<file path="config.mk">
export PLATFORM = sky130hd
export DESIGN_NAME = ldr_cfg
export DESIGN_NICKNAME = d
export VERILOG_FILES = /design/src/assert_macros.svh /design/src/ldr_pkg.sv /design/src/ldr_cfg.sv
export SDC_FILE = /design/constraint.sdc
export NUM_CORES = 1
export LEC_CHECK = 0
export BUFFER_PORTS_ARGS = -buffer_cell sky130_fd_sc_hd__buf_2
export CAP_MARGIN = 20
export CORE_MARGIN = 1.5
export CORE_UTILIZATION = 53
export DETAILED_ROUTE_END_ITERATION = 10
export PLACE_DENSITY_LB_ADDON = 0.15
export SYNTH_ARGS = -nofsm -noshare
export SYNTH_HDL_FRONTEND = slang
export SYNTH_SLANG_ARGS = --single-unit
</file>
<file path="constraint.sdc">
create_clock -name clk -period 2.4 [get_ports clk]
set_clock_uncertainty 0.1 [all_clocks]
set_input_delay 0.24 -clock clk [delete_from_list [all_inputs] [get_ports clk]]
set_output_delay 0.24 -clock clk [all_outputs]
set_load 0.005 [all_outputs]
</file>
<file path="src/assert_macros.svh">
// concurrent assertion helpers, clocked and disabled during reset
`ifndef ASSERT_MACROS_SVH
`define ASSERT_MACROS_SVH

`define ASSERT_CLK(label, clk, rst, prop, msg) \
  label: assert property (@(posedge clk) disable iff (rst) prop) else $error(msg);

`define ASSERT_IMPLIES(label, clk, rst, ante, cons, msg) \
  `ASSERT_CLK(label, clk, rst, (ante) |-> (cons), msg)

`endif

</file>
<file path="src/ldr_pkg.sv">
package ldr_pkg;

  localparam int IMAGE_WIDTH_DEF  = 1024;
  localparam int IMAGE_HEIGHT_DEF = 1024;
  localparam int RADIAL_K3_DEF    = 0;

  localparam int ADDR_W      = 5;
  localparam int DIV_BITS    = 20;
  localparam int DIV_PER_STG = 2;
  localparam int DIV_STG     = DIV_BITS / DIV_PER_STG;
  localparam int NORM_LAT    = DIV_STG + 2;
  localparam int POLY_LAT    = 10;

  localparam logic [19:0] FOCAL_RST  = 20'd262144;
  localparam logic [19:0] CENTER_RST = 20'd131072;

  typedef struct packed {
    logic [11:0] out_col;
    logic [11:0] out_row;
  } pix_t;

  typedef struct packed {
    logic [11:0] src_col;
    logic [11:0] src_row;
    logic        in_bounds;
  } src_t;

  typedef struct packed {
    logic        [19:0] focal_x;
    logic        [19:0] focal_y;
    logic        [19:0] center_x;
    logic        [19:0] center_y;
    logic signed [19:0] radial_k1;
    logic signed [19:0] radial_k2;
    logic signed [19:0] tangential_p1;
    logic signed [19:0] tangential_p2;
  } cfg_t;

  typedef enum logic [2:0] {
    REG_FOCAL_X,
    REG_FOCAL_Y,
    REG_CENTER_X,
    REG_CENTER_Y,
    REG_RADIAL_K1,
    REG_RADIAL_K2,
    REG_TANGENTIAL_P1,
    REG_TANGENTIAL_P2
  } reg_idx_t;

  function automatic logic signed [31:0] sat32(input logic signed [63:0] a);
    if (a > 64'sd2147483647) begin
      return 32'sh7FFFFFFF;
    end else if (a < -64'sd2147483648) begin
      return 32'sh80000000;
    end else begin
      return a[31:0];
    end
  endfunction

  // q.16 product, floor rounding, saturated
  function automatic logic signed [31:0] mulq(input logic signed [31:0] a,
                                              input logic signed [31:0] b);
    logic signed [63:0] p;
    p = 64'(a) * 64'(b);
    return sat32(p >>> 16);
  endfunction

endpackage

</file>
<file path="src/ldr_cfg.sv">
module ldr_cfg (
  input  logic                      clk,
  input  logic                      rst,
  input  logic                      psel,
  input  logic                      penable,
  input  logic                      pwrite,
  input  logic [ldr_pkg::ADDR_W-1:0] paddr,
  input  logic [31:0]               pwdata,
  output logic [31:0]               prdata,
  output logic                      pready,
  output ldr_pkg::cfg_t             cfg
);

  ldr_pkg::reg_idx_t idx;
  logic              wr;

  assign idx    = ldr_pkg::reg_idx_t'(paddr[4:2]);
  assign pready = 1'b1;
  assign wr     = psel && penable && pwrite && pready;

  always_ff @(posedge clk) begin
    if (rst) begin
      cfg.focal_x       <= ldr_pkg::FOCAL_RST;
      cfg.focal_y       <= ldr_pkg::FOCAL_RST;
      cfg.center_x      <= ldr_pkg::CENTER_RST;
      cfg.center_y      <= ldr_pkg::CENTER_RST;
      cfg.radial_k1     <= '0;
      cfg.radial_k2     <= '0;
      cfg.tangential_p1 <= '0;
      cfg.tangential_p2 <= '0;
    end else if (wr) begin
      unique case (idx)
        ldr_pkg::REG_FOCAL_X:       cfg.focal_x       <= pwdata[19:0];
        ldr_pkg::REG_FOCAL_Y:       cfg.focal_y       <= pwdata[19:0];
        ldr_pkg::REG_CENTER_X:      cfg.center_x      <= pwdata[19:0];
        ldr_pkg::REG_CENTER_Y:      cfg.center_y      <= pwdata[19:0];
        ldr_pkg::REG_RADIAL_K1:     cfg.radial_k1     <= pwdata[19:0];
        ldr_pkg::REG_RADIAL_K2:     cfg.radial_k2     <= pwdata[19:0];
        ldr_pkg::REG_TANGENTIAL_P1: cfg.tangential_p1 <= pwdata[19:0];
        ldr_pkg::REG_TANGENTIAL_P2: cfg.tangential_p2 <= pwdata[19:0];
        default: ;
      endcase
    end
  end

  always_comb begin
    unique case (idx)
      ldr_pkg::REG_FOCAL_X:       prdata = {12'b0, cfg.focal_x};
      ldr_pkg::REG_FOCAL_Y:       prdata = {12'b0, cfg.focal_y};
      ldr_pkg::REG_CENTER_X:      prdata = {12'b0, cfg.center_x};
      ldr_pkg::REG_CENTER_Y:      prdata = {12'b0, cfg.center_y};
      ldr_pkg::REG_RADIAL_K1:     prdata = 32'(cfg.radial_k1);
      ldr_pkg::REG_RADIAL_K2:     prdata = 32'(cfg.radial_k2);
      ldr_pkg::REG_TANGENTIAL_P1: prdata = 32'(cfg.tangential_p1);
      ldr_pkg::REG_TANGENTIAL_P2: prdata = 32'(cfg.tangential_p2);
      default:                    prdata = '0;
    endcase
  end

endmodule

</file>
==> reports/qor.csv <==
metric,value,unit
status,"complete, no violations",
Wirelength per Cell,19.0,µm
sequential area share after synthesis,44.6,%
Detail Placement HPWL,17600,µm
Largest register FFs,160,
Top reg by flops,cfg,
register area,3200,µm²
buffers plus inverters on the worst setup path,1,
crit share post-route,92.3,%
Max-Slew Margin vs Limit,49.9,%
number of CTS-inserted buffers,17,
Final min period,2.22,ns
CP required,2.06,ns
#FFs+latches synth,160,
Max clock buf depth,2,
Tot GR Track Use,34.8,%
initial antenna violation count,0,
number of synthesized flops with an enable pin,0,
endpoints failing setup,0,
CTS Root Cell,clkbuf_16,
Top Ports,235,
Vias,7621,
worst-skew pair later-pin latency,0.43,ns
detailed-router iteration count before antenna repair,6,
postcts setup bufs,0,
Ant. Diodes,0,
synthesized instance count,954,
max cap viols,0,
Die Ht,119,µm
WS Path Type,reg2out,
row count,42,
RSZ-0062 raised after global routing,no,
worst stage delay on the critical path,0.35,ns
Synthesized Nets,996,
Post-Syn Area per Cell,7.53,µm²
LEAKAGE,3.85,nW
drt total wl,25000,µm
crit-path max FO,13,
"Primary FF master, synth",dfxtp_1,
first-pass GRT wire length,38100,µm
initial core utilization,54.3,%
slowest CP cell,mux2i_1,
kind of cell adding the most delay to the critical path,multiplexers,
total negative slack,0,ns
1st-iter DRT viols,897,
Die Width,119,µm
pin count of the biggest net entering global routing,54,
critical path launch point type,register,
fill count,1159,
register clock-pin slew on the reported worst setup and hold paths,0.06,ns
DR vias/cell,5.79,
final hold vios,0,
Layout Nets,1169,
multi-input logic area,3390,µm²
layout cell share with drive strength beyond 1,27.0,%
CP Capture Type,primary output,
total gr overflow,0,
Yosys Warn Count,0,
worst hold path class,in2reg,
synth unique cells,43,
CP Cell Sequence,"mux2i_1, o22ai_2, or2_2, buf_2",
H-tree levels,4,
Port-buffer cells,219,
max-slew violation count,0,
antenna-violating nets left,0,
drc violations,0,
GP Congestion,0.961,
"FFs w/ async S/R, synth",0,%
Worst EP arrival,1.88,ns
biggest regs,cfg (160),
PD cells,686,nW/µm²
Slew @ Worst Pin,0.750,ns
Core Area,13200,µm²
VDD IR max,0.000444,V
WHS,0.0387,ns
TritonCTS clock tree,done,
Num Clock Sinks,160,
FMAX,451,MHz
number of global-route vias before repair,6690,
DIE AREA,14300,µm²
Mapped Area,7190,µm²
Syn-to-layout area delta,24.4,%
==> metrics by stage <==
stage / total power (W) / cells / area, µm² / utilization [%] / setup slack, ns
3_3_place_gp: 0.00316 / 1284 / 8280 / 62.5 / 0.239
3_5_place_dp: 0.00316 / 1284 / 8280 / 62.5 / 0.269
6_report: 0.00614 / 1316 / 8940 / 67.5 / 0.184
2_1_floorplan: 0.00301 / 954 / 7190 / - / 0.517
5_1_grt: 0.00631 / 1316 / 8940 / 67.5 / 0.0626
4_1_cts: 0.00613 / 1316 / 8930 / 67.5 / 0.0812
==> final cells by class <==
class / instances / area share (%)
Timing Repair Buffer: 262 / 16.3
Inverter: 3 / 0.126
Sequential cell: 160 / 35.8
Clock buffer: 22 / 5.31
Multi-Input combinational cell: 683 / 37.9
Clock inverter: 10 / 2.03
Tap cell: 176 / 2.46
==> timing repair <==
| item | in CTS | in global routing |
|---|---|---|
| hold buffers | 0 | 0 |
| endpoints found under the setup margin | 0 | 1 |
| resized for setup | 0 | 1 |
==> report_power, final <==
| part | switching, W | total (W) | internal, W |
|---|---|---|---|
| clock network | 0.00109 | 0.00302 | 0.00193 |
| logic | 0.000285 | 0.000424 | 0.000139 |
| registers | 0.0000172 | 0.00269 | 0.00268 |
| total | 0.00140 | 0.00614 | 0.00474 |
==> layout by cell type (no fill, tap or decap), types with 8 or more instances in the layout <==
cell type  count
o22ai_1       15
buf_2        218
nand2_1      336
dfxtp_1      160
clkbuf_16     17
a21oi_1      173
nor2_1        34
mux2i_1       21
buf_4         41
a22oi_1       12
and3_1        10
o22a_1        11
a221oi_1       8
==> Yosys cell counts, drive strengths merged, types with 2 or more instances <==
cell type  number  share of area [%]
and2            2               0.17
o21bai          6               0.63
nand2         336                 18
nand3           2               0.14
a22oi          12                1.3
and3           10               0.87
clkbuf         26                1.4
mux2i          21                2.9
o22ai          16                1.4
buf            82                6.9
nand2b          4               0.45
o22a           11                1.3
dfxtp         160                 45
mux2            7                1.1
nand3b          4               0.42
nor2           34                1.8
o21ai           7               0.49
o32a            6               0.84
inv             3               0.16
a211oi          6               0.63
and2b           3               0.35
a21oi         173                 12
nor3            2               0.28
a221oi          8               0.97
==> cells by family (layout without fill, tap and decap cells) <==
family	Yosys count	in the layout	synth area share, %
other	1	1	0.0522
buffers and inverters	111	297	8.37
AND/OR/NAND/NOR	404	404	22.8
multiplexers	28	28	4.02
flip-flops	160	160	44.6
AO/OA/AOI/OAI	250	250	20.2
==> worst reg2reg max path, stage by stage (launching register included) <==
cell     delay, ns
dfxtp_1       0.40
nand2_1       0.07
a21oi_1       0.17
==> path summary, 6_finish.rpt <==
| check | from | end | slack (ns) | cells after the start |
|---|---|---|---|---|
| setup / recovery | cfg[79]$_SDFFE_PP0P_ | prdata[19] | 0.18 | 4 |
| hold / removal | pwdata[3] | cfg[23]$_SDFFE_PP0P_ | 0.04 | 3 |
| setup reg to reg | cfg[51]$_SDFFE_PP0P_ | cfg[51]$_SDFFE_PP0P_ | 1.59 | 2 |
| hold reg to reg | cfg[36]$_SDFFE_PP0P_ | cfg[36]$_SDFFE_PP0P_ | 0.37 | 2 |
==> per-layer routing <==
layer	vias up	wire, µm	GRT usage, %
li1	3527	-	-
met1	3561	10700	50.2
met2	480	10700	49.6
met3	53	2830	8.33
met4	0	734	14.1
met5	-	0	0
Power figures use the tool's default switching activity.
