**src/assert_macros.svh**
```systemverilog
// concurrent assertion helpers, clocked and disabled during reset
`ifndef ASSERT_MACROS_SVH
`define ASSERT_MACROS_SVH

`define ASSERT_CLK(label, clk, rst, prop, msg) \
  label: assert property (@(posedge clk) disable iff (rst) prop) else $error(msg);

`define ASSERT_IMPLIES(label, clk, rst, ante, cons, msg) \
  `ASSERT_CLK(label, clk, rst, (ante) |-> (cons), msg)

`endif

```
**src/ldr_pkg.sv**
```systemverilog
package ldr_pkg;

  localparam int IMAGE_WIDTH_DEF  = 1024;
  localparam int IMAGE_HEIGHT_DEF = 1024;
  localparam int RADIAL_K3_DEF    = 0;

  localparam int ADDR_W      = 5;
  localparam int DIV_BITS    = 20;
  localparam int DIV_PER_STG = 2;
  localparam int DIV_STG     = DIV_BITS / DIV_PER_STG;
  localparam int NORM_LAT    = DIV_STG + 2;
  localparam int POLY_LAT    = 10;

  localparam logic [19:0] FOCAL_RST  = 20'd262144;
  localparam logic [19:0] CENTER_RST = 20'd131072;

  typedef struct packed {
    logic [11:0] out_col;
    logic [11:0] out_row;
  } pix_t;

  typedef struct packed {
    logic [11:0] src_col;
    logic [11:0] src_row;
    logic        in_bounds;
  } src_t;

  typedef struct packed {
    logic        [19:0] focal_x;
    logic        [19:0] focal_y;
    logic        [19:0] center_x;
    logic        [19:0] center_y;
    logic signed [19:0] radial_k1;
    logic signed [19:0] radial_k2;
    logic signed [19:0] tangential_p1;
    logic signed [19:0] tangential_p2;
  } cfg_t;

  typedef enum logic [2:0] {
    REG_FOCAL_X,
    REG_FOCAL_Y,
    REG_CENTER_X,
    REG_CENTER_Y,
    REG_RADIAL_K1,
    REG_RADIAL_K2,
    REG_TANGENTIAL_P1,
    REG_TANGENTIAL_P2
  } reg_idx_t;

  function automatic logic signed [31:0] sat32(input logic signed [63:0] a);
    if (a > 64'sd2147483647) begin
      return 32'sh7FFFFFFF;
    end else if (a < -64'sd2147483648) begin
      return 32'sh80000000;
    end else begin
      return a[31:0];
    end
  endfunction

  // q.16 product, floor rounding, saturated
  function automatic logic signed [31:0] mulq(input logic signed [31:0] a,
                                              input logic signed [31:0] b);
    logic signed [63:0] p;
    p = 64'(a) * 64'(b);
    return sat32(p >>> 16);
  endfunction

endpackage

```
**src/ldr_norm.sv**
```systemverilog
module ldr_norm (
  input  logic               clk,
  input  logic               en,
  input  logic [11:0]        pix,
  input  logic [19:0]        center,
  input  logic [19:0]        focal,
  output logic signed [19:0] norm
);

  localparam int NS = ldr_pkg::DIV_STG;

  logic [19:0] rem_q [NS+1];
  logic [19:0] low_q [NS+1];
  logic [19:0] quo_q [NS+1];
  logic [19:0] den_q [NS+1];
  logic        neg_q [NS+1];
  logic        ovf_q [NS+1];

  logic signed [20:0] diff;
  logic [20:0]        mag;
  logic [19:0]        den;

  always_comb begin
    diff = $signed({1'b0, pix, 8'b0}) - $signed({1'b0, center});
    mag  = diff[20] ? 21'(-diff) : diff;
    den  = (focal == '0) ? 20'd1 : focal;
  end

  // dividend is |diff| << 16; the top 16 bits seed the remainder
  always_ff @(posedge clk) begin
    if (en) begin
      rem_q[0] <= {4'b0, mag[19:4]};
      low_q[0] <= {mag[3:0], 16'b0};
      quo_q[0] <= '0;
      den_q[0] <= den;
      neg_q[0] <= diff[20];
      ovf_q[0] <= {4'b0, mag[19:4]} >= den;
    end
  end

  for (genvar s = 0; s < NS; s++) begin : g_div
    logic [19:0] rem_n, low_n, quo_n;

    always_comb begin
      logic [19:0] r, l, q;
      logic [20:0] t;
      r = rem_q[s];
      l = low_q[s];
      q = quo_q[s];
      for (int k = 0; k < ldr_pkg::DIV_PER_STG; k++) begin
        t = {r, l[19]};
        l = {l[18:0], 1'b0};
        if (t >= {1'b0, den_q[s]}) begin
          r = 20'(t - {1'b0, den_q[s]});
          q = {q[18:0], 1'b1};
        end else begin
          r = t[19:0];
          q = {q[18:0], 1'b0};
        end
      end
      rem_n = r;
      low_n = l;
      quo_n = q;
    end

    always_ff @(posedge clk) begin
      if (en) begin
        rem_q[s+1] <= rem_n;
        low_q[s+1] <= low_n;
        quo_q[s+1] <= quo_n;
        den_q[s+1] <= den_q[s];
        neg_q[s+1] <= neg_q[s];
        ovf_q[s+1] <= ovf_q[s];
      end
    end
  end

  // saturate to q4.16
  always_ff @(posedge clk) begin
    if (en) begin
      if (!neg_q[NS]) begin
        norm <= (ovf_q[NS] || quo_q[NS] > 20'd524287) ? 20'sh7FFFF : $signed(quo_q[NS]);
      end else begin
        norm <= (ovf_q[NS] || quo_q[NS] > 20'd524288) ? 20'sh80000 : $signed(20'(-quo_q[NS]));
      end
    end
  end

endmodule

```
**config.mk**
```make
export PLATFORM = sky130hd
export DESIGN_NAME = ldr_norm
export DESIGN_NICKNAME = d
export VERILOG_FILES = /design/src/assert_macros.svh /design/src/ldr_pkg.sv /design/src/ldr_norm.sv
export SDC_FILE = /design/constraint.sdc
export NUM_CORES = 2
export LEC_CHECK = 0
export BUFFER_PORTS_ARGS = -buffer_cell sky130_fd_sc_hd__buf_2
export CAP_MARGIN = 20
export CORE_UTILIZATION = 60
export CTS_BUF_LIST = sky130_fd_sc_hd__clkbuf_2
export DETAILED_ROUTE_END_ITERATION = 7
export PLACE_DENSITY = 0.74
export RECOVER_POWER = 100
export SLEW_MARGIN = 20
export SYNTH_ARGS = -nofsm -noshare
export SYNTH_HDL_FRONTEND = slang
export SYNTH_SLANG_ARGS = --single-unit
```
**constraint.sdc**
```tcl
create_clock -name clk -period 7.4 [get_ports clk]
set_input_delay 0.37 -clock clk [delete_from_list [all_inputs] [get_ports clk]]
set_output_delay 0.37 -clock clk [all_outputs]
set_load 0.005 [all_outputs]
```
==> flow_metrics.tcl <==
set metrics [dict create \
    regArea_um2 16640 \
    portBuffers 73 \
    crit_chain "inv_1 -> ha_1 -> nor2b_1 -> o31ai_1 -> a21oi_1 -> o21ai_0 -> o221a_2 -> a21o_1 -> o21ai_0 -> ha_1 -> a211oi_1 -> nand2_1 -> or3_1 -> a211oi_1 -> o31ai_1 -> a41oi_1 -> a31oi_1 -> a211oi_1 -> o21a_1 -> buf_4 -> mux2_2" \
    relSlewSlack -2.382 \
    status "finished with violations" \
    timing.rr.start "den_q[6][1]" \
    track_usage 0.2882 \
    fin_skew_ps 95.27 \
    post-route-period-util 0.9287 \
    r2r-end "rem_q[7][8]" \
    placed_area_um2 42590 \
    stdcell_area_um2 44890 \
    cp.arrival_ps 7950 \
    rows 95 \
    postCtsSetupBuffers 0 \
    holdPathEnd "rem_q[0][1]" \
    ant_nets 0 \
    netlist_area_um2 41260 \
    clk_latency_ps 1370 \
    fmax_mhz 145.5 \
    worstPathRequired_ps 8480 \
    rsz0062_at_grt "no" \
    cts_buffer_depth 3 \
    seq_area_frac_synth 0.4032 \
    hold_viol 0 \
    htreeDepth 4 \
    crit_path_end_kind "flip-flop" \
    setup_viol 0 \
    synth_edf_count 554 \
    first_global_vias 30550 \
    die-area_um2 69820 \
    via_count 32180 \
    drive_above_1_share 0.1196 \
    wirelength_um 101100 \
    io_pins 74 \
    start_kind "flip-flop" \
    synthArstFlopShare 0 \
    yosys_most_used_dff "edfxtp_1" \
    grt.overflow.total 0 \
    path_max_fanout 19 \
    post_synth_num_cell_types 92 \
    hpwl_um 75900 \
    cp_common_cell "a211oi_1" \
    multiInputGateArea_um2 22890 \
    grt_start_max_net_pins 163 \
    cts-root-buf "clkbuf_2" \
    die_w_um 264.2 \
    hp-class "primary input to flip-flop" \
    r2r_slack_ps 530 \
    violations "max-capacitance violations, max-slew violations" \
    antenna_found_initial 3 \
    ff2ff_path_depth 21 \
    grt_first_pass_wirelength_um 159800 \
    synth_area_per_cell_um2 10.11 \
    slowest_delay_ps 540 \
    critPathSlowestCell "a211oi_1" \
    cts_buffers 144 \
    drt_iter0_drc 2728 \
    wire_per_inst_um 18.98 \
    area_growth_pct 8.801 \
    criticalPathCategory "flip-flop to flip-flop" \
    route.detailed.drc 0 \
    drt_first_pass_iters 6 \
    fillers 5397 \
    core_region_area_um2 67630 \
    synth_nets 4567 \
    cts_resized 0 \
    cts.sinks 554 \
    finalMaxSlewViolations 565 \
    die_h_um 264.2 \
    synth_cells 4081 \
    fin_tns_setup_ps 0 \
    ys_warn_count 0 \
    worstHoldPathCells 5 \
    min_period_ps 6873 \
    cap_violations 6 \
    hp-start "center[5]" \
    ys_ff_latch 554 \
    gp_congestion 0.9334 \
    cts_tree "built" \
    max_slew.worst_pin.slew_ps 5073 \
    start_util 0.6100 \
    nets 4833 \
    viasPerCell 6.040 \
    clk_pin_slew_worst_paths_ps 110 \
]
metal layers:
layer | global-route usage | vias up | wire length, um
met2 | 0.4647 | 1011 | 46760
li1 | - | 15780 | -
met5 | 0 | - | 0
met1 | 0.3932 | 15210 | 45430
met4 | 0.1048 | 0 | 2984
met3 | 0.04493 | 173 | 5938
synthesized netlist by cell type (24+ instances only):
| cell type | number | area, um^2 |
|---|---|---|
| o211ai_1 | 24 | 180.2 |
| clkbuf_1 | 61 | 229.0 |
| o31ai_1 | 25 | 187.7 |
| edfxtp_1 | 554 | 16640 |
| inv_1 | 342 | 1284 |
| o21bai_1 | 34 | 255.2 |
| nand4_1 | 65 | 406.6 |
| a21oi_1 | 317 | 1587 |
| o21a_1 | 54 | 405.4 |
| a31oi_1 | 39 | 244.0 |
| or3_1 | 34 | 212.7 |
| xnor2_1 | 218 | 1909 |
| nand3_1 | 63 | 315.3 |
| nand2_1 | 281 | 1055 |
| xor2_1 | 112 | 980.9 |
| nor2b_1 | 42 | 262.8 |
| nor3_1 | 90 | 450.4 |
| a21o_1 | 161 | 1209 |
| nand2b_1 | 43 | 269.0 |
| nor2_1 | 256 | 960.9 |
| a211oi_1 | 29 | 217.7 |
| mux2_2 | 204 | 2297 |
| ha_1 | 420 | 5255 |
| o21ai_0 | 230 | 1151 |
state kept, by name (all words and copies together) (netlist names):
register	count
ovf_q	11
low_q	6
rem_q	196
quo_q	110
den_q	200
norm	20
neg_q	11
area by class of cell:
class / instances / area share
antenna: 5 / 0.0002787
clock buffer: 194 / 0.02163
clock inverter: 54 / 0.007972
inverter: 347 / 0.02907
multi-input combinational: 3089 / 0.5100
sequential: 554 / 0.3706
tap: 873 / 0.02433
timing repair buffer: 211 / 0.03612
per-stage QoR:
| stage | setup WS [ps] | hold WS (ps) | instances | util |
|---|---|---|---|---|
| final | 527.3 | 198.1 | 5327 | 0.6637 |
| after global routing | 96.23 | 116.6 | 5326 | 0.6637 |
| after CTS | 673.4 | 22.67 | 5321 | 0.6661 |
| after detailed placement | 725.0 | 404.5 | 4960 | 0.6297 |
| after global placement | 834.9 | 400.4 | 4960 | 0.6297 |
| after floorplan | 1640 | 400.3 | 4081 | - |
cell families (layout without fill, tap and decap cells):
family / Yosys count / in the layout / synth area share
buffers and inverters: 438 / 806 / 0.04112
muxes: 223 / 223 / 0.06132
and+or+nand+nor: 1004 / 1004 / 0.1182
xor gates and xnor gates: 330 / 330 / 0.07005
other: 0 / 5 / 0
AOI/OAI and AO/OA: 1100 / 1100 / 0.1729
adders and majority gates: 432 / 432 / 0.1332
DFF: 554 / 554 / 0.4032
cell usage in the layout (no fill, tap or decap), types with 21 or more instances in the layout:
cell type      count
nand2_1          281
a21oi_1          317
ha_1             420
nand2b_1          44
buf_2             48
inv_1            345
o21bai_1          34
clkinv_1          28
nand4_1           65
xnor2_1          218
or3_1             35
and3_1            22
a211oi_1          28
clkbuf_1          32
a31oi_1           38
xor2_1           112
nor2b_1           42
nand3_1           63
dlygate4sd3_1    113
edfxtp_1         554
clkbuf_2         196
o21ai_0          232
a21o_1           161
o311ai_0          21
nor3_1            91
nor2_1           256
o21a_1            54
mux2_2           191
o31ai_1           24
o211ai_1          24
nor4_1            22
worst max-delay path, delay by kind of cell (launching register included):
family | cells | cell delay, ps
compound gates | 13 | 4200
fa+ha+maj | 2 | 670
simple gates | 3 | 540
flops | 1 | 480
buf+inv | 2 | 400
mux | 1 | 350
what timing repair did:
item | 4_1_cts | 5_1_grt
setup endpoints to repair | 0 | 0
hold buffers | 113 | 0
endpoints found under the hold margin | 429 | 0
worst max path at each step:
stage,start,endpoint,slack [ps],depth (start not counted)
5_1_grt,den_q[6][1],rem_q[7][17],100,21
2_1_floorplan,den_q[4][1],rem_q[5][10],1640,25
6_report,den_q[6][1],rem_q[7][8],530,21
3_3_place_gp,den_q[6][1],rem_q[7][16],830,20
3_5_place_dp,den_q[6][1],rem_q[7][13],730,20
4_1_cts,den_q[6][1],rem_q[7][13],670,21
Power is not shown: default switching activity piles up to over one toggle a cycle in this logic, so the estimate is an artifact.
